<file path="config.mk">
export PLATFORM = sky130hd
export DESIGN_NAME = ncl1_lane
export DESIGN_NICKNAME = d
export VERILOG_FILES = /design/src/rtl/ncl1_pkg.sv /design/src/rtl/ncl1_lane.sv
export SDC_FILE = /design/constraint.sdc
export NUM_CORES = 1
export LEC_CHECK = 0
export ABC_AREA = 1
export ABC_CLOCK_PERIOD_IN_PS = 2400
export BUFFER_PORTS_ARGS = -buffer_cell sky130_fd_sc_hd__buf_2
export CAP_MARGIN = 20
export CELL_PAD_IN_SITES_DETAIL_PLACEMENT = 1
export CELL_PAD_IN_SITES_GLOBAL_PLACEMENT = 1
export CORE_MARGIN = 2
export CORE_UTILIZATION = 35
export DETAILED_ROUTE_END_ITERATION = 10
export PLACE_DENSITY_LB_ADDON = 0.1
export SLEW_MARGIN = 5
export SYNTH_ARGS = -nofsm -noshare
export SYNTH_HDL_FRONTEND = slang
export SYNTH_SLANG_ARGS = --single-unit
export TNS_END_PERCENT = 1
</file>
<file path="constraint.sdc">
create_clock -name i_clk -period 2.4 [get_ports i_clk]
set_clock_uncertainty 0.05 [all_clocks]
set_input_delay 0.24 -clock i_clk [delete_from_list [all_inputs] [get_ports i_clk]]
set_output_delay 0.24 -clock i_clk [all_outputs]
set_load 0.005 [all_outputs]
</file>
<file path="src/rtl/ncl1_pkg.sv">
// Shared types and constants for the nearest-codeword L1 search block.
// Used by ncl1_lane, ncl1_merge and nearest_codeword_l1_search; no dependencies.
`default_nettype none

package ncl1_pkg;

    localparam int ELEM_W      = 16;   // signed Q7.8 element
    localparam int ABS_W       = 16;   // |a - b| of two 16-bit signed values
    localparam int IDX_W       = 6;    // codeword_index / texton_index
    localparam int CHUNK_W     = 3;    // chunk_index
    localparam int DIST_W      = 22;   // L1 distance
    localparam int CFG_W       = 7;    // active_codewords
    localparam int NFIELDS     = 8;    // element fields carried per request
    localparam int IN_TDATA_W  = 144;  // 6 + 3 + 8*16 = 137, padded to bytes
    localparam int OUT_TDATA_W = 32;   // 6 + 22 = 28, padded to bytes

    localparam logic [CFG_W-1:0] ACTIVE_RESET = 7'd64;

    localparam logic CMD_LOAD = 1'b0;
    localparam logic CMD_DESC = 1'b1;

    typedef enum logic [1:0] {
        ST_IDLE,
        ST_SCAN,
        ST_DRAIN,
        ST_DONE
    } t_state;

    // Per-row tag travelling down the distance pipeline
    typedef struct packed {
        logic valid;
        logic first;   // first chunk of a codeword
        logic last;    // last chunk of a codeword
        logic final_cw; // last chunk of the last searched codeword
    } t_tag;

endpackage

`default_nettype wire

</file>
<file path="src/rtl/ncl1_lane.sv">
// One absolute-difference lane: |descriptor element - codeword element|, registered.
// Depends on ncl1_pkg.
`default_nettype none

module ncl1_lane (
    input  wire logic                                 i_clk,
    input  wire logic                                 i_en,
    input  wire logic signed [ncl1_pkg::ELEM_W-1:0]   i_desc,
    input  wire logic signed [ncl1_pkg::ELEM_W-1:0]   i_code,
    output logic             [ncl1_pkg::ABS_W-1:0]    o_absdiff
);

    logic signed [ncl1_pkg::ELEM_W:0] w_diff;
    logic signed [ncl1_pkg::ELEM_W:0] w_abs;

    always_comb begin
        w_diff = {i_desc[ncl1_pkg::ELEM_W-1], i_desc} - {i_code[ncl1_pkg::ELEM_W-1], i_code};
        w_abs  = w_diff[ncl1_pkg::ELEM_W] ? -w_diff : w_diff;
    end

    // elements past the vector end contribute nothing
    always_ff @(posedge i_clk) begin
        o_absdiff <= i_en ? w_abs[ncl1_pkg::ABS_W-1:0] : '0;
    end

endmodule

`default_nettype wire

</file>
==> impl_metrics.toml <==
[grt]
grt_usage_pct = 16.7
grt_pass1_vias = 2119
grt_antenna_before_repair = 0
grt_max_degree = 17
grt_pass1_wl_um = 8470
grt_overflow_total = 0

[synth]
syn_nets = 374
synth_area_leaders = "nand2_1 (20%), dfxtp_1 (17%), inv_1 (13%), ha_1 (11%), nand3_1 (5.6%)"
yosysTopAreaCellShare_pct = 20.3
avgSynthCellArea_um2 = 5.81
ys_seq_elements = 16
synth_top_cell_by_area = "nand2_1"
synth_cell_types = 27
syn_inst = 322
ys.warnings.count = 0
syn-cell-area_um2 = 1870
synth_seq_area_share_pct = 17.1

[final_layout]
reg_top3 = "o_absdiff (16)"
num-nets-final = 427
fin_cells = 444
fin_util_pct = 43.7
n_fill_cell = 766
drive_gt1_share_pct = 22.5
top_register = "o_absdiff"
n_antenna_cell = 0
syn_to_final_growth_pct = 20.1
largest_reg_flops = 16
fin_area_um2 = 2250

[timing]
drv_slew = 0
min_period_over_period_pct = 88.2
period_needed_ns = 2.12
relSlewSlack_pct = 84.6
worst_pin_slew_ns = 0.229
finalSetupTns_ns = 0
setup_viol = 0
hold_viol_final = 0
fmax_mhz = 472
grt_setup_unrepaired = "false"

[die]
design.core.area_um2 = 5140
start_util_pct = 36.4
rows = 26
die_h_um = 77.1
die_x_um = 77.1
dieArea_um2 = 5940
pin_count = 50

[power]
p_sw_mw = 0.418
finalPower_mw = 1.07
p_comb_share_pct = 48.7
p_per_area_nw_per_um2 = 475
swShare_pct = 39.2
p_seq_share_pct = 29.7
p_clk_share_pct = 21.5
power.internal_mw = 0.650
ir_drop_mv = 0.256
power_leakage_nw = 1.36

[critical_path]
worstSetupEndpointType = "register"
worstPathMaxFanout = 4
start_kind = "primary input"
arrival_ns = 2.21
path_class = "in2reg"
critPathLaunch = "i_desc[0]"
worstPathRequired_ns = 2.49

[placed_design]
dp_hpwl_um = 4090
dpl_cell_area_um2 = 2190
dp.cells = 440
io_buffers = 49
gp_congestion = 0.783

[cts]
cts_hold_buffers = 0
clock_tree.buffer_depth = 2
cts_tree = "built"
path_clk_slew_ns = 0.06
root_buffer = "clkbuf_8"
htreeDepth = 1
postCtsSetupBuffers = 0
cts_resized = 0
cts_sinks = 16
cts_inserted_buffers = 3

[drt]
drc = 0
drt_iter0_drc = 44
avgRoutedWirePerCell_um = 10.3
viasPerCell = 4.66
ant_nets = 0
firstDrtPassIters = 4
vias = 2070
drt-total-wl_um = 4570

[hold_path]
min_path_type = "in2reg"
hp-start = "i_code[0]"
holdPathStages = 3

[flow_run]
cap_violations = 0

[run_status]
outcome = "completed"
==> cell usage after synthesis <==
master	instances
fa_1	1
ha_1	17
inv_1	65
and3_1	1
nor2_4	2
nand2_2	10
nand2_4	2
nor3_1	5
nand3_1	21
a21oi_1	20
inv_2	2
o21ai_1	5
buf_4	1
a211oi_1	1
o21ai_2	1
a21o_1	1
nor3_2	1
buf_6	1
nor2_2	6
dfxtp_1	16
and2_1	3
nand2_1	101
nor2_1	23
nand4_1	5
o21ai_0	3
nand3_2	6
nand3b_1	2
==> per-stage QoR <==
stage | worst slack, ns | hold WS (ns)
6_report | 0.282 | 0.277
5_1_grt | 0.0265 | 0.301
4_1_cts | 0.252 | 0.283
3_5_place_dp | 0.00662 | 0.535
3_3_place_gp | 0.0657 | 0.543
2_1_floorplan | 0.275 | 0.328
==> layer usage <==
metal / GRT usage (%) / share of wire [%] / vias up
li1: - / - / 1106
met1: 20.4 / 46 / 924
met2: 31.7 / 49 / 35
met3: 0.941 / 3.0 / 5
met4: 4.29 / 1.3 / 0
met5: 0 / 0 / -
==> layout make-up <==
type | instances | area [um^2] | area share [%]
clock buffers | 4 | 55.1 | 2.45
inverters | 67 | 251 | 11.2
multi-input cells | 237 | 1280 | 56.9
flip-flops and latches | 16 | 320 | 14.3
well taps | 70 | 87.6 | 3.90
repair buffers | 50 | 253 | 11.3
==> worst max-delay path: stages <==
cell	delay [ns]
buf_2	0.09
inv_1	0.04
ha_1	0.13
inv_1	0.05
fa_1	0.40
nand2_1	0.11
nand2_2	0.07
a21o_1	0.16
nand2_1	0.13
nand3_2	0.12
nor2_4	0.16
nand2_4	0.08
nor2_4	0.10
nand2_1	0.06
nand2_1	0.07
nand3_1	0.07
nand2_1	0.06
nor2_1	0.04
==> logic make-up after synthesis <==
group	after synthesis	synth area share [%]
simple gates	188	47.2
buf+inv	69	14.5
compound gates	31	8.77
fa+ha+maj	18	12.4
flops	16	17.1
==> path summary, 6_finish.rpt <==
path,end,slack (ns)
worst max-delay path,o_absdiff[15],0.28
worst min-delay path,o_absdiff[0],0.28
==> power groups by stage <==
stage               Sequential (mW)  Clock (mW)  Combinational [mW]
global route                  0.321       0.249               0.607
finish                        0.317       0.230               0.521
global placement              0.322           0               0.511
detailed placement            0.324           0               0.526
floorplan                     0.332           0               0.369
CTS                           0.318       0.235               0.530
==> cells in the final DEF (no fill, tap or decap) <==
cell type,Yosys,routed
a21o_1,1,1
o21ai_2,1,1
dfxtp_1,16,16
nor3_2,1,1
o21ai_0,3,3
nand2_1,101,101
and3_1,1,1
clkbuf_8,0,4
nor2_2,6,6
a211oi_1,1,1
nand2_2,10,10
a21oi_1,20,20
ha_1,17,17
nand4_1,5,5
o21ai_1,5,5
nand3_2,6,6
nor3_1,5,5
inv_2,2,2
buf_2,0,49
and2_1,3,3
nor2_1,23,23
nand2_4,2,2
buf_4,1,1
nor2_4,2,2
nand3_1,21,21
fa_1,1,1
nand3b_1,2,2
inv_1,65,65
Power figures use the tool's default switching activity.
