==> src/rtl/ncl1_pkg.sv <==
// Shared types and constants for the nearest-codeword L1 search block.
// Used by ncl1_lane, ncl1_merge and nearest_codeword_l1_search; no dependencies.
`default_nettype none

package ncl1_pkg;

    localparam int ELEM_W      = 16;   // signed Q7.8 element
    localparam int ABS_W       = 16;   // |a - b| of two 16-bit signed values
    localparam int IDX_W       = 6;    // codeword_index / texton_index
    localparam int CHUNK_W     = 3;    // chunk_index
    localparam int DIST_W      = 22;   // L1 distance
    localparam int CFG_W       = 7;    // active_codewords
    localparam int NFIELDS     = 8;    // element fields carried per request
    localparam int IN_TDATA_W  = 144;  // 6 + 3 + 8*16 = 137, padded to bytes
    localparam int OUT_TDATA_W = 32;   // 6 + 22 = 28, padded to bytes

    localparam logic [CFG_W-1:0] ACTIVE_RESET = 7'd64;

    localparam logic CMD_LOAD = 1'b0;
    localparam logic CMD_DESC = 1'b1;

    typedef enum logic [1:0] {
        ST_IDLE,
        ST_SCAN,
        ST_DRAIN,
        ST_DONE
    } t_state;

    // Per-row tag travelling down the distance pipeline
    typedef struct packed {
        logic valid;
        logic first;   // first chunk of a codeword
        logic last;    // last chunk of a codeword
        logic final_cw; // last chunk of the last searched codeword
    } t_tag;

endpackage

`default_nettype wire

==> src/rtl/ncl1_merge.sv <==
// Merging stage: adds the lane differences of one row into a registered partial sum.
// Depends on ncl1_pkg.
`default_nettype none

module ncl1_merge #(
    parameter int LANES = 8
) (
    input  wire logic                                 i_clk,
    input  wire logic [LANES*ncl1_pkg::ABS_W-1:0]     i_absdiff,
    output logic      [ncl1_pkg::DIST_W-1:0]          o_sum
);

    logic [ncl1_pkg::DIST_W-1:0] w_sum;

    always_comb begin
        w_sum = '0;
        for (int j = 0; j < LANES; j++) begin
            w_sum = w_sum + ncl1_pkg::DIST_W'(i_absdiff[j*ncl1_pkg::ABS_W +: ncl1_pkg::ABS_W]);
        end
    end

    always_ff @(posedge i_clk) begin
        o_sum <= w_sum;
    end

endmodule

`default_nettype wire
==> config.mk <==
export PLATFORM = sky130hd
export DESIGN_NAME = ncl1_merge
export DESIGN_NICKNAME = d
export VERILOG_FILES = /design/src/rtl/ncl1_pkg.sv /design/src/rtl/ncl1_merge.sv
export SDC_FILE = /design/constraint.sdc
export NUM_CORES = 1
export LEC_CHECK = 0
export BUFFER_PORTS_ARGS = -buffer_cell sky130_fd_sc_hd__buf_2
export CAP_MARGIN = 20
export CORE_UTILIZATION = 30
export DETAILED_ROUTE_END_ITERATION = 8
export SKIP_CTS_REPAIR_TIMING = 1
export SLEW_MARGIN = 30
export SYNTH_ARGS = -nofsm -noshare
export SYNTH_HDL_FRONTEND = slang
export SYNTH_SLANG_ARGS = --single-unit
==> constraint.sdc <==
create_clock -name i_clk -period 5.2 [get_ports i_clk]
set_clock_uncertainty 0.2 [all_clocks]
set_input_delay 0.78 -clock i_clk [delete_from_list [all_inputs] [get_ports i_clk]]
set_output_delay 0.78 -clock i_clk [all_outputs]
set_load 0.02 [all_outputs]
==> results of run 1 <==
cell usage after synthesis (5+ instances only):
| library cell | number | area, um2 |
|---|---|---|
| inv_1 | 206 | 773.2 |
| a21o_1 | 5 | 37.54 |
| o21ai_0 | 7 | 35.03 |
| nor2_1 | 6 | 22.52 |
| a21oi_1 | 16 | 80.08 |
| ha_1 | 19 | 237.7 |
| dfxtp_1 | 19 | 380.4 |
| nand2_1 | 5 | 18.77 |
| xnor2_1 | 6 | 52.55 |
| fa_1 | 95 | 1902 |
final timing paths:
| path | start | end | slack (ns) | cells past startpoint |
|---|---|---|---|---|
| setup / recovery | i_absdiff[2] | o_sum[12] | 0.29 | 16 |
| hold / removal | i_absdiff[112] | o_sum[0] | 0.67 | 3 |
worst max-delay path, delay by kind of cell:
family,cells,cell delay [ns]
AOI/OAI and AO/OA,3,0.71
and+or+nand+nor,2,0.34
adders and majority gates,6,2.77
buffers and inverters,5,0.29
report_power, final:
group	leakage, nW	switching, W	internal [W]
combinational	2.76	0.00147	0.00116
clock	0.0382	0.0000557	0.000104
sequential	0.160	0.0000255	0.000265
cell families after synthesis:
logic type,after synthesis
DFF,19
buffers and inverters,213
muxes,2
AOI/OAI and AO/OA,47
and+or+nand+nor,31
adders and majority gates,114
xor gates and xnor gates,9
other,1
cell type report:
type                    count  share of cell area
flip-flops and latches     19             0.07661
inverters                 206              0.1557
repair buffers            149              0.1512
multi-input cells         206              0.5572
clock buffers               4             0.01588
well taps                 172             0.04335
metal layers:
layer	part of all wire	track usage
met1	0.41	0.1304
met2	0.51	0.2351
met3	0.077	0.01816
met4	0.0026	0.01026
met5	0	0
metrics by stage:
stage          setup slack [ns]  cell area [um2]  power [W]  instances
6_report                 0.2878             4965   0.003080        756
4_1_cts                  0.1665             4941   0.003067        756
2_1_floorplan            0.3136             3938   0.002312        438
3_5_place_dp           -0.08355             4862   0.002891        752
5_1_grt                 0.01343             4965   0.003509        756
3_3_place_gp            0.02445             4862   0.002853        752
==> results.toml, run 1 <==
[outcome]
outcome = "complete, no violations"

[pwr]
irDropWorstVdd_mv = 0.2454
p_leak_nw = 2.958
pwr_density_cell_nw_per_um2 = 620.4

[logic_synthesis]
synth-main-ff-cell = "dfxtp_1"
synth_warnings = 0
ys_ff_latch = 19
syn_area_um2 = 3930
muxShareOfSynthArea = 0.005094
syn_inst = 436
syn_area_per_cell_um2 = 9.014
synth_edf_count = 0
synth_cell_type_count = 42
synth-simple-area-share = 0.04521
synth_top_family_by_area = "adder cells"
synth_compound_area_frac = 0.08023
synth-async-reset-ratio = 0
yosysSeqAreaShare = 0.09678
yosys.area_share.adder = 0.5444
synth_xor_area_frac = 0.02006

[worst_setup_path]
arrival_ns = 4.89
cp_max_fo = 4
worstSetupEndpointType = "flop"
path_cells = "buf_2, inv_1, fa_1, inv_1, fa_1, fa_1, inv_1, fa_1, inv_1, ha_1, fa_1, a21o_1, a221oi_4, o21bai_1, nor2b_1, nor3_1"
crit_required_ns = 5.18
slowest_stage = "fa_1"
crit_type = "input pin to flop"
slowest_delay_ns = 0.54
start_kind = "input pin"
cpMostUsedCell = "fa_1"

[clock_tree]
cts_buffers = 3
cts.sinks = 19
clockRootBuffer = "clkbuf_16"
htreeDepth = 1
clk_pin_slew_ns = 0.06
cts_max_path_buffers = 2
cts_tree = "done"

[routing]
postRouteAntennaNets = 0
finalWirelength_um = 7314
drt_iter0_drc = 83
drt_first_pass_iters = 4
vias_per_cell = 3.960
vias = 2994
routedWlPerCell_um = 9.675
drc = 0

[floorplan]
row_count = 41
core_um2 = 12670
ioPinCount = 151
initial_core_util = 0.3102
die_h_um = 116.5
dieArea_um2 = 13560
die_x_um = 116.5

[global_routing]
grt_max_degree = 11
grt_use_total = 0.1162
grt_pass1_vias = 3296
grt_overflow = 0
grt_first_pass_wirelength_um = 12830
antenna_found_initial = 0

[cells_and_area]
seq_area_um2 = 380.4
layout_commonest_cell = "inv_1"
final_cell_mix = "inv_1, buf_2, fa_1"
synthToLayoutAreaGrowth_pct = 26.33
drive_gt1_frac = 0.2774
largest_reg_flops = 19
regMostFlops = "o_sum"
nets = 828
multi_input_area_um2 = 2766
fillers = 1276
reg_top3 = "o_sum (19)"
fin_util = 0.3918
num_antenna_cells = 0

[place]
io_buffers = 147
place_hpwl_um = 7009
gp_congestion = 0.7548

[sta]
finalSetupTns_ns = 0
rsz0062_at_grt = "false"
max_freq_mhz = 203.6
setup_viol = 0
hold_viol = 0
min_period_ns = 4.912
whs_ns = 0.6714
slew_viol_final = 0
period_share = 0.9447

[run]
maxCapViolCount = 0

[hold_path]
holdCritPathClass = "input pin to flop"
No activity file was read; power rests on OpenSTA's default activity.
==> run 2: changes to the inputs <==
--- a/config.mk
+++ b/config.mk
@@ -9,6 +9,7 @@
 export CAP_MARGIN = 20
 export CORE_UTILIZATION = 30
 export DETAILED_ROUTE_END_ITERATION = 8
+export PLACE_DENSITY = 0.65
 export SKIP_CTS_REPAIR_TIMING = 1
 export SLEW_MARGIN = 30
 export SYNTH_ARGS = -nofsm -noshare
==> results.toml, run 2 (same netlist as run 1, synthesis figures left out) <==
[cells_and_area]
nets = 829
design_area_um2 = 4956
synthToLayoutAreaGrowth_pct = 26.11
finalNonFillerCells = 757
final_cell_mix = "inv_1, buf_2, fa_1"
regMostFlops = "o_sum"
layout_commonest_cell = "inv_1"
fin_util = 0.3911
num_antenna_cells = 0
reg_top3 = "o_sum (19)"
largest_reg_flops = 19
drive_gt1_frac = 0.2786
fillers = 1317

[clock_tree]
clk_pin_slew_ns = 0.06
htreeDepth = 1
cts_tree = "done"
cts.sinks = 19
clockRootBuffer = "clkbuf_16"
cts_max_path_buffers = 2
cts_buffers = 3

[global_routing]
grt_first_pass_wirelength_um = 12760
grt_use_total = 0.1160
grt_pass1_vias = 3161
antenna_found_initial = 0
grt_overflow = 0
grt_max_degree = 12

[sta]
min_period_ns = 4.938
rsz0062_at_grt = "false"
period_share = 0.9497
hold_viol = 0
setup_ws_ns = 0.2616
max_freq_mhz = 202.5
setup_viol = 0
slew_viol_final = 0

[pwr]
p_leak_nw = 2.963
irDropWorstVdd_mv = 0.2481
p_clk_frac = 0.052
seq_power_share = 0.093
pwr_density_cell_nw_per_um2 = 612.3
p_sw_w = 0.001521
p_int_w = 0.001513
combPwrFrac = 0.855
total_power_w = 0.003034
sw_frac_of_total = 0.5013

[floorplan]
ioPinCount = 151
die_x_um = 116.5
initial_core_util = 0.3102
die_h_um = 116.5
row_count = 41
core_um2 = 12670
dieArea_um2 = 13560

[worst_setup_path]
arrival_ns = 4.87
start_kind = "input pin"
crit_required_ns = 5.13
crit_type = "input pin to flop"
worstSetupEndpointType = "flop"
cp_max_fo = 4

[place]
post-place-ws_ns = -0.07406
place_area_um2 = 4870
gp_congestion = 0.7788
dp.cells = 753
place_hpwl_um = 6873
io_buffers = 147

[routing]
routedWlPerCell_um = 9.464
drt_first_pass_iters = 4
vias = 2947
postRouteAntennaNets = 0
wl_met1_um = 3018
drt_iter0_drc = 65
dr_wl_met3_um = 600
dr.max_layer_used = "met4"
met2_length_um = 3533
drc = 0
finalWirelength_um = 7164
vias_per_cell = 3.893

[run]
maxCapViolCount = 0

[hold_path]
holdCritPathClass = "input pin to flop"

[outcome]
outcome = "complete, no violations"
[run 2: cell types whose count changed in the layout (fill, tap and decap cells not counted)]
cell	delta
buf_4	+1
nor4_2	-1
a221oi_4	-1
a221oi_2	+1
clkbuf_1	-1
nor4_1	+1
clkinv_2	+1
[run 2: power groups by stage]
stage	Combinational [W]	Sequential, W	Clock (W)
2_1_floorplan	0.00192	0.000387	0
3_3_place_gp	0.00260	0.000287	0
3_5_place_dp	0.00261	0.000289	0
4_1_cts	0.00262	0.000287	0.000164
5_1_grt	0.00303	0.000293	0.000172
6_report	0.00259	0.000283	0.000157
[run 2: path summary, 6_finish.rpt]
kind	depth (start not counted)	start	to	slack, ns
max	16	i_absdiff[2]	o_sum[18]	0.26
min	3	i_absdiff[112]	o_sum[0]	0.67
[run 2: per-layer routing]
layer	up-vias	GRT usage
met1	1331	0.1346
li1	1502	-
met3	2	0.01816
met4	0	0.01026
met5	-	0
met2	112	0.2292
[run 2: cell type report]
cell class,instances,area [um2],share of cell area
multi-input combinational,206,2749,0.5547
timing repair buffer,150,758.2,0.1530
clock inverter,1,5.005,0.001010
tap,172,215.2,0.04342
sequential,19,380.4,0.07675
clock buffer,3,75.07,0.01515
inverter,206,773.2,0.1560
[run 2: critical path, cell delays in order]
cell and delay, ns:
buf_2 0.08, inv_1 0.05, fa_1 0.53, inv_1 0.06, fa_1 0.51, fa_1 0.55, inv_1 0.05, fa_1 0.52
inv_1 0.04, ha_1 0.23, fa_1 0.42, a21o_1 0.22, a221oi_2 0.33, o21bai_1 0.19, o22ai_2 0.19, o21ai_0 0.12
[run 2: through the flow]
stage	hold WS (ns)	setup TNS [ns]
floorplan	0.8228	0
global placement	0.9265	-0.03390
detailed placement	0.9282	-0.08937
CTS	0.6697	0
global route	0.6953	0
finish	0.6725	0
==> run 3: changes to the inputs <==
--- a/config.mk
+++ b/config.mk
@@ -5,6 +5,7 @@
 export SDC_FILE = /design/constraint.sdc
 export NUM_CORES = 1
 export LEC_CHECK = 0
+export ABC_AREA = 1
 export BUFFER_PORTS_ARGS = -buffer_cell sky130_fd_sc_hd__buf_2
 export CAP_MARGIN = 20
 export CORE_UTILIZATION = 30
==> results.toml, run 3 <==
[outcome]
outcome = "complete, no violations"

[place]
post-place-ws_ns = 0.4801
place_hpwl_um = 6943
gp_congestion = 0.7875
io_buffers = 147
dp.cells = 828

[worst_setup_path]
worstSetupEndpointType = "flop"
slowest_stage = "fa_1"
cp_max_fo = 3
path_cells = "buf_2, inv_1, fa_1, inv_1, fa_1, fa_1, inv_1, fa_1, inv_1, ha_1, fa_1, nand2_1, nand2_1, and2_4, nand3_2, nand3_2, nand2_1, nand2_1"
cp.buffers_inverters = 5
crit_required_ns = 5.14
worstSetupPathDepth = 18
start_kind = "input pin"
arrival_ns = 4.37
cpMostUsedCell = "fa_1"
crit_type = "input pin to flop"
slowest_delay_ns = 0.54
crit_family = "adder cells"

[global_routing]
grt_pass1_vias = 3404
grt_first_pass_wirelength_um = 13840
grt_use_total = 0.1179
antenna_found_initial = 0
grt_max_degree = 12
grt_overflow = 0

[routing]
wl_met1_um = 3092
finalWirelength_um = 7107
drt_first_pass_iters = 4
postRouteAntennaNets = 0
vias = 3146
drc = 0
dr.max_layer_used = "met4"
dr_wl_met3_um = 452
vias_per_cell = 3.781
routedWlPerCell_um = 8.542
drt_iter0_drc = 64
met2_length_um = 3507

[logic_synthesis]
synth_top_cell_area_share = 0.4647
synth_area_leaders = "fa_1, inv_1, dfxtp_1"
syn_inst = 506
synth_cell_type_count = 25
synth-simple-area-share = 0.1324
syn_area_um2 = 4093
yosysSeqAreaShare = 0.09294
ys_top_cells_by_count = "inv_1, fa_1, nand2_1"
synth-async-reset-ratio = 0
synth_compound_area_frac = 0.01039
synth_edf_count = 0
syn_area_per_cell_um2 = 8.088
yosys.area_share.adder = 0.5228
synth_xor_area_frac = 0.01498
synth-main-ff-cell = "dfxtp_1"
ys_ff_latch = 19
synth_warnings = 0
muxShareOfSynthArea = 0
synth_top_cell_by_area = "fa_1"
synth.most_common_cell = "inv_1"
synth_top_family_by_area = "adder cells"

[clock_tree]
htreeDepth = 1
clockRootBuffer = "clkbuf_16"
cts_max_path_buffers = 2
clk_pin_slew_ns = 0.06
cts_buffers = 3
cts_tree = "done"
cts.sinks = 19

[sta]
min_period_ns = 4.431
setup_ws_ns = 0.7691
setup_viol = 0
slew_viol_final = 0
hold_viol = 0
period_share = 0.8521
max_freq_mhz = 225.7
rsz0062_at_grt = "false"
finalSetupTns_ns = 0

[floorplan]
die_x_um = 118.8
core_um2 = 13300
dieArea_um2 = 14110
initial_core_util = 0.3078
ioPinCount = 151
row_count = 42
die_h_um = 118.8

[hold_path]
min_to = "o_sum[0]"
holdCritPathClass = "input pin to flop"
whs_path_depth = 3
min_from = "i_absdiff[112]"

[cells_and_area]
layout_commonest_cell = "inv_1"
final_cell_mix = "inv_1, buf_2, fa_1"
regMostFlops = "o_sum"
synthToLayoutAreaGrowth_pct = 24.95
finalNonFillerCells = 832
reg_top3 = "o_sum (19)"
nets = 900
num_antenna_cells = 0
largest_reg_flops = 19
drive_gt1_frac = 0.2698

[pwr]
irDropWorstVdd_mv = 0.2744
p_leak_nw = 3.249
pwr_density_cell_nw_per_um2 = 615.5

[run]
maxCapViolCount = 0
run 3: cell types whose count changed after synthesis, sizes merged, moves of 4 or more:
cell	delta
a21o	-6
a21oi	-9
nor2	+4
nand2	+80
nand3	+7
xnor2	-5
o21ai	-7
inv	+34
run 3: kinds of logic (layout without fill, tap and decap cells):
family,count (synthesis),in the layout
fa+ha+maj,114,114
simple gates,114,114
xor+xnor,7,7
other cells,1,3
flops,19,19
compound gates,8,8
buf+inv,243,391
run 3: how the worst max path moves through the flow:
| stage | endpoint | startpoint |
|---|---|---|
| finish | o_sum[18] | i_absdiff[2] |
| global route | o_sum[12] | i_absdiff[2] |
| CTS | o_sum[18] | i_absdiff[2] |
| detailed placement | o_sum[18] | i_absdiff[2] |
| global placement | o_sum[18] | i_absdiff[2] |
| floorplan | o_sum[10] | i_absdiff[2] |
run 3: routing by layer:
layer / GRT usage / vias up
met5: 0 / -
met4: 0.01899 / 0
met3: 0.01689 / 6
met2: 0.2167 / 106
met1: 0.1474 / 1411
li1: - / 1623
run 3: cell type report:
| type | count | area (um2) |
|---|---|---|
| sequential | 19 | 380.4 |
| fill | 1411 | 8182 |
| multi-input combinational | 246 | 2796 |
| clock inverter | 1 | 5.005 |
| inverter | 240 | 900.9 |
| clock buffer | 3 | 75.07 |
| tap | 176 | 220.2 |
| timing repair buffer | 147 | 735.7 |
run 3: stage by stage:
stage | power [W] | area (um2) | util | hold slack [ns]
CTS | 0.003240 | 5114 | 0.3846 | 0.6675
floorplan | 0.002459 | 4100 | - | 0.8228
finish | 0.003148 | 5114 | 0.3846 | 0.6633
detailed placement | 0.003055 | 5034 | 0.3786 | 0.9277
global placement | 0.003036 | 5034 | 0.3786 | 0.9332
global route | 0.003722 | 5114 | 0.3846 | 0.6721
run 3: where the power goes:
part | internal [W] | switching, W
Clock | 0.000103 | 0.0000588
Sequential | 0.000261 | 0.0000152
Combinational | 0.00106 | 0.00165
Total | 0.00142 | 0.00172
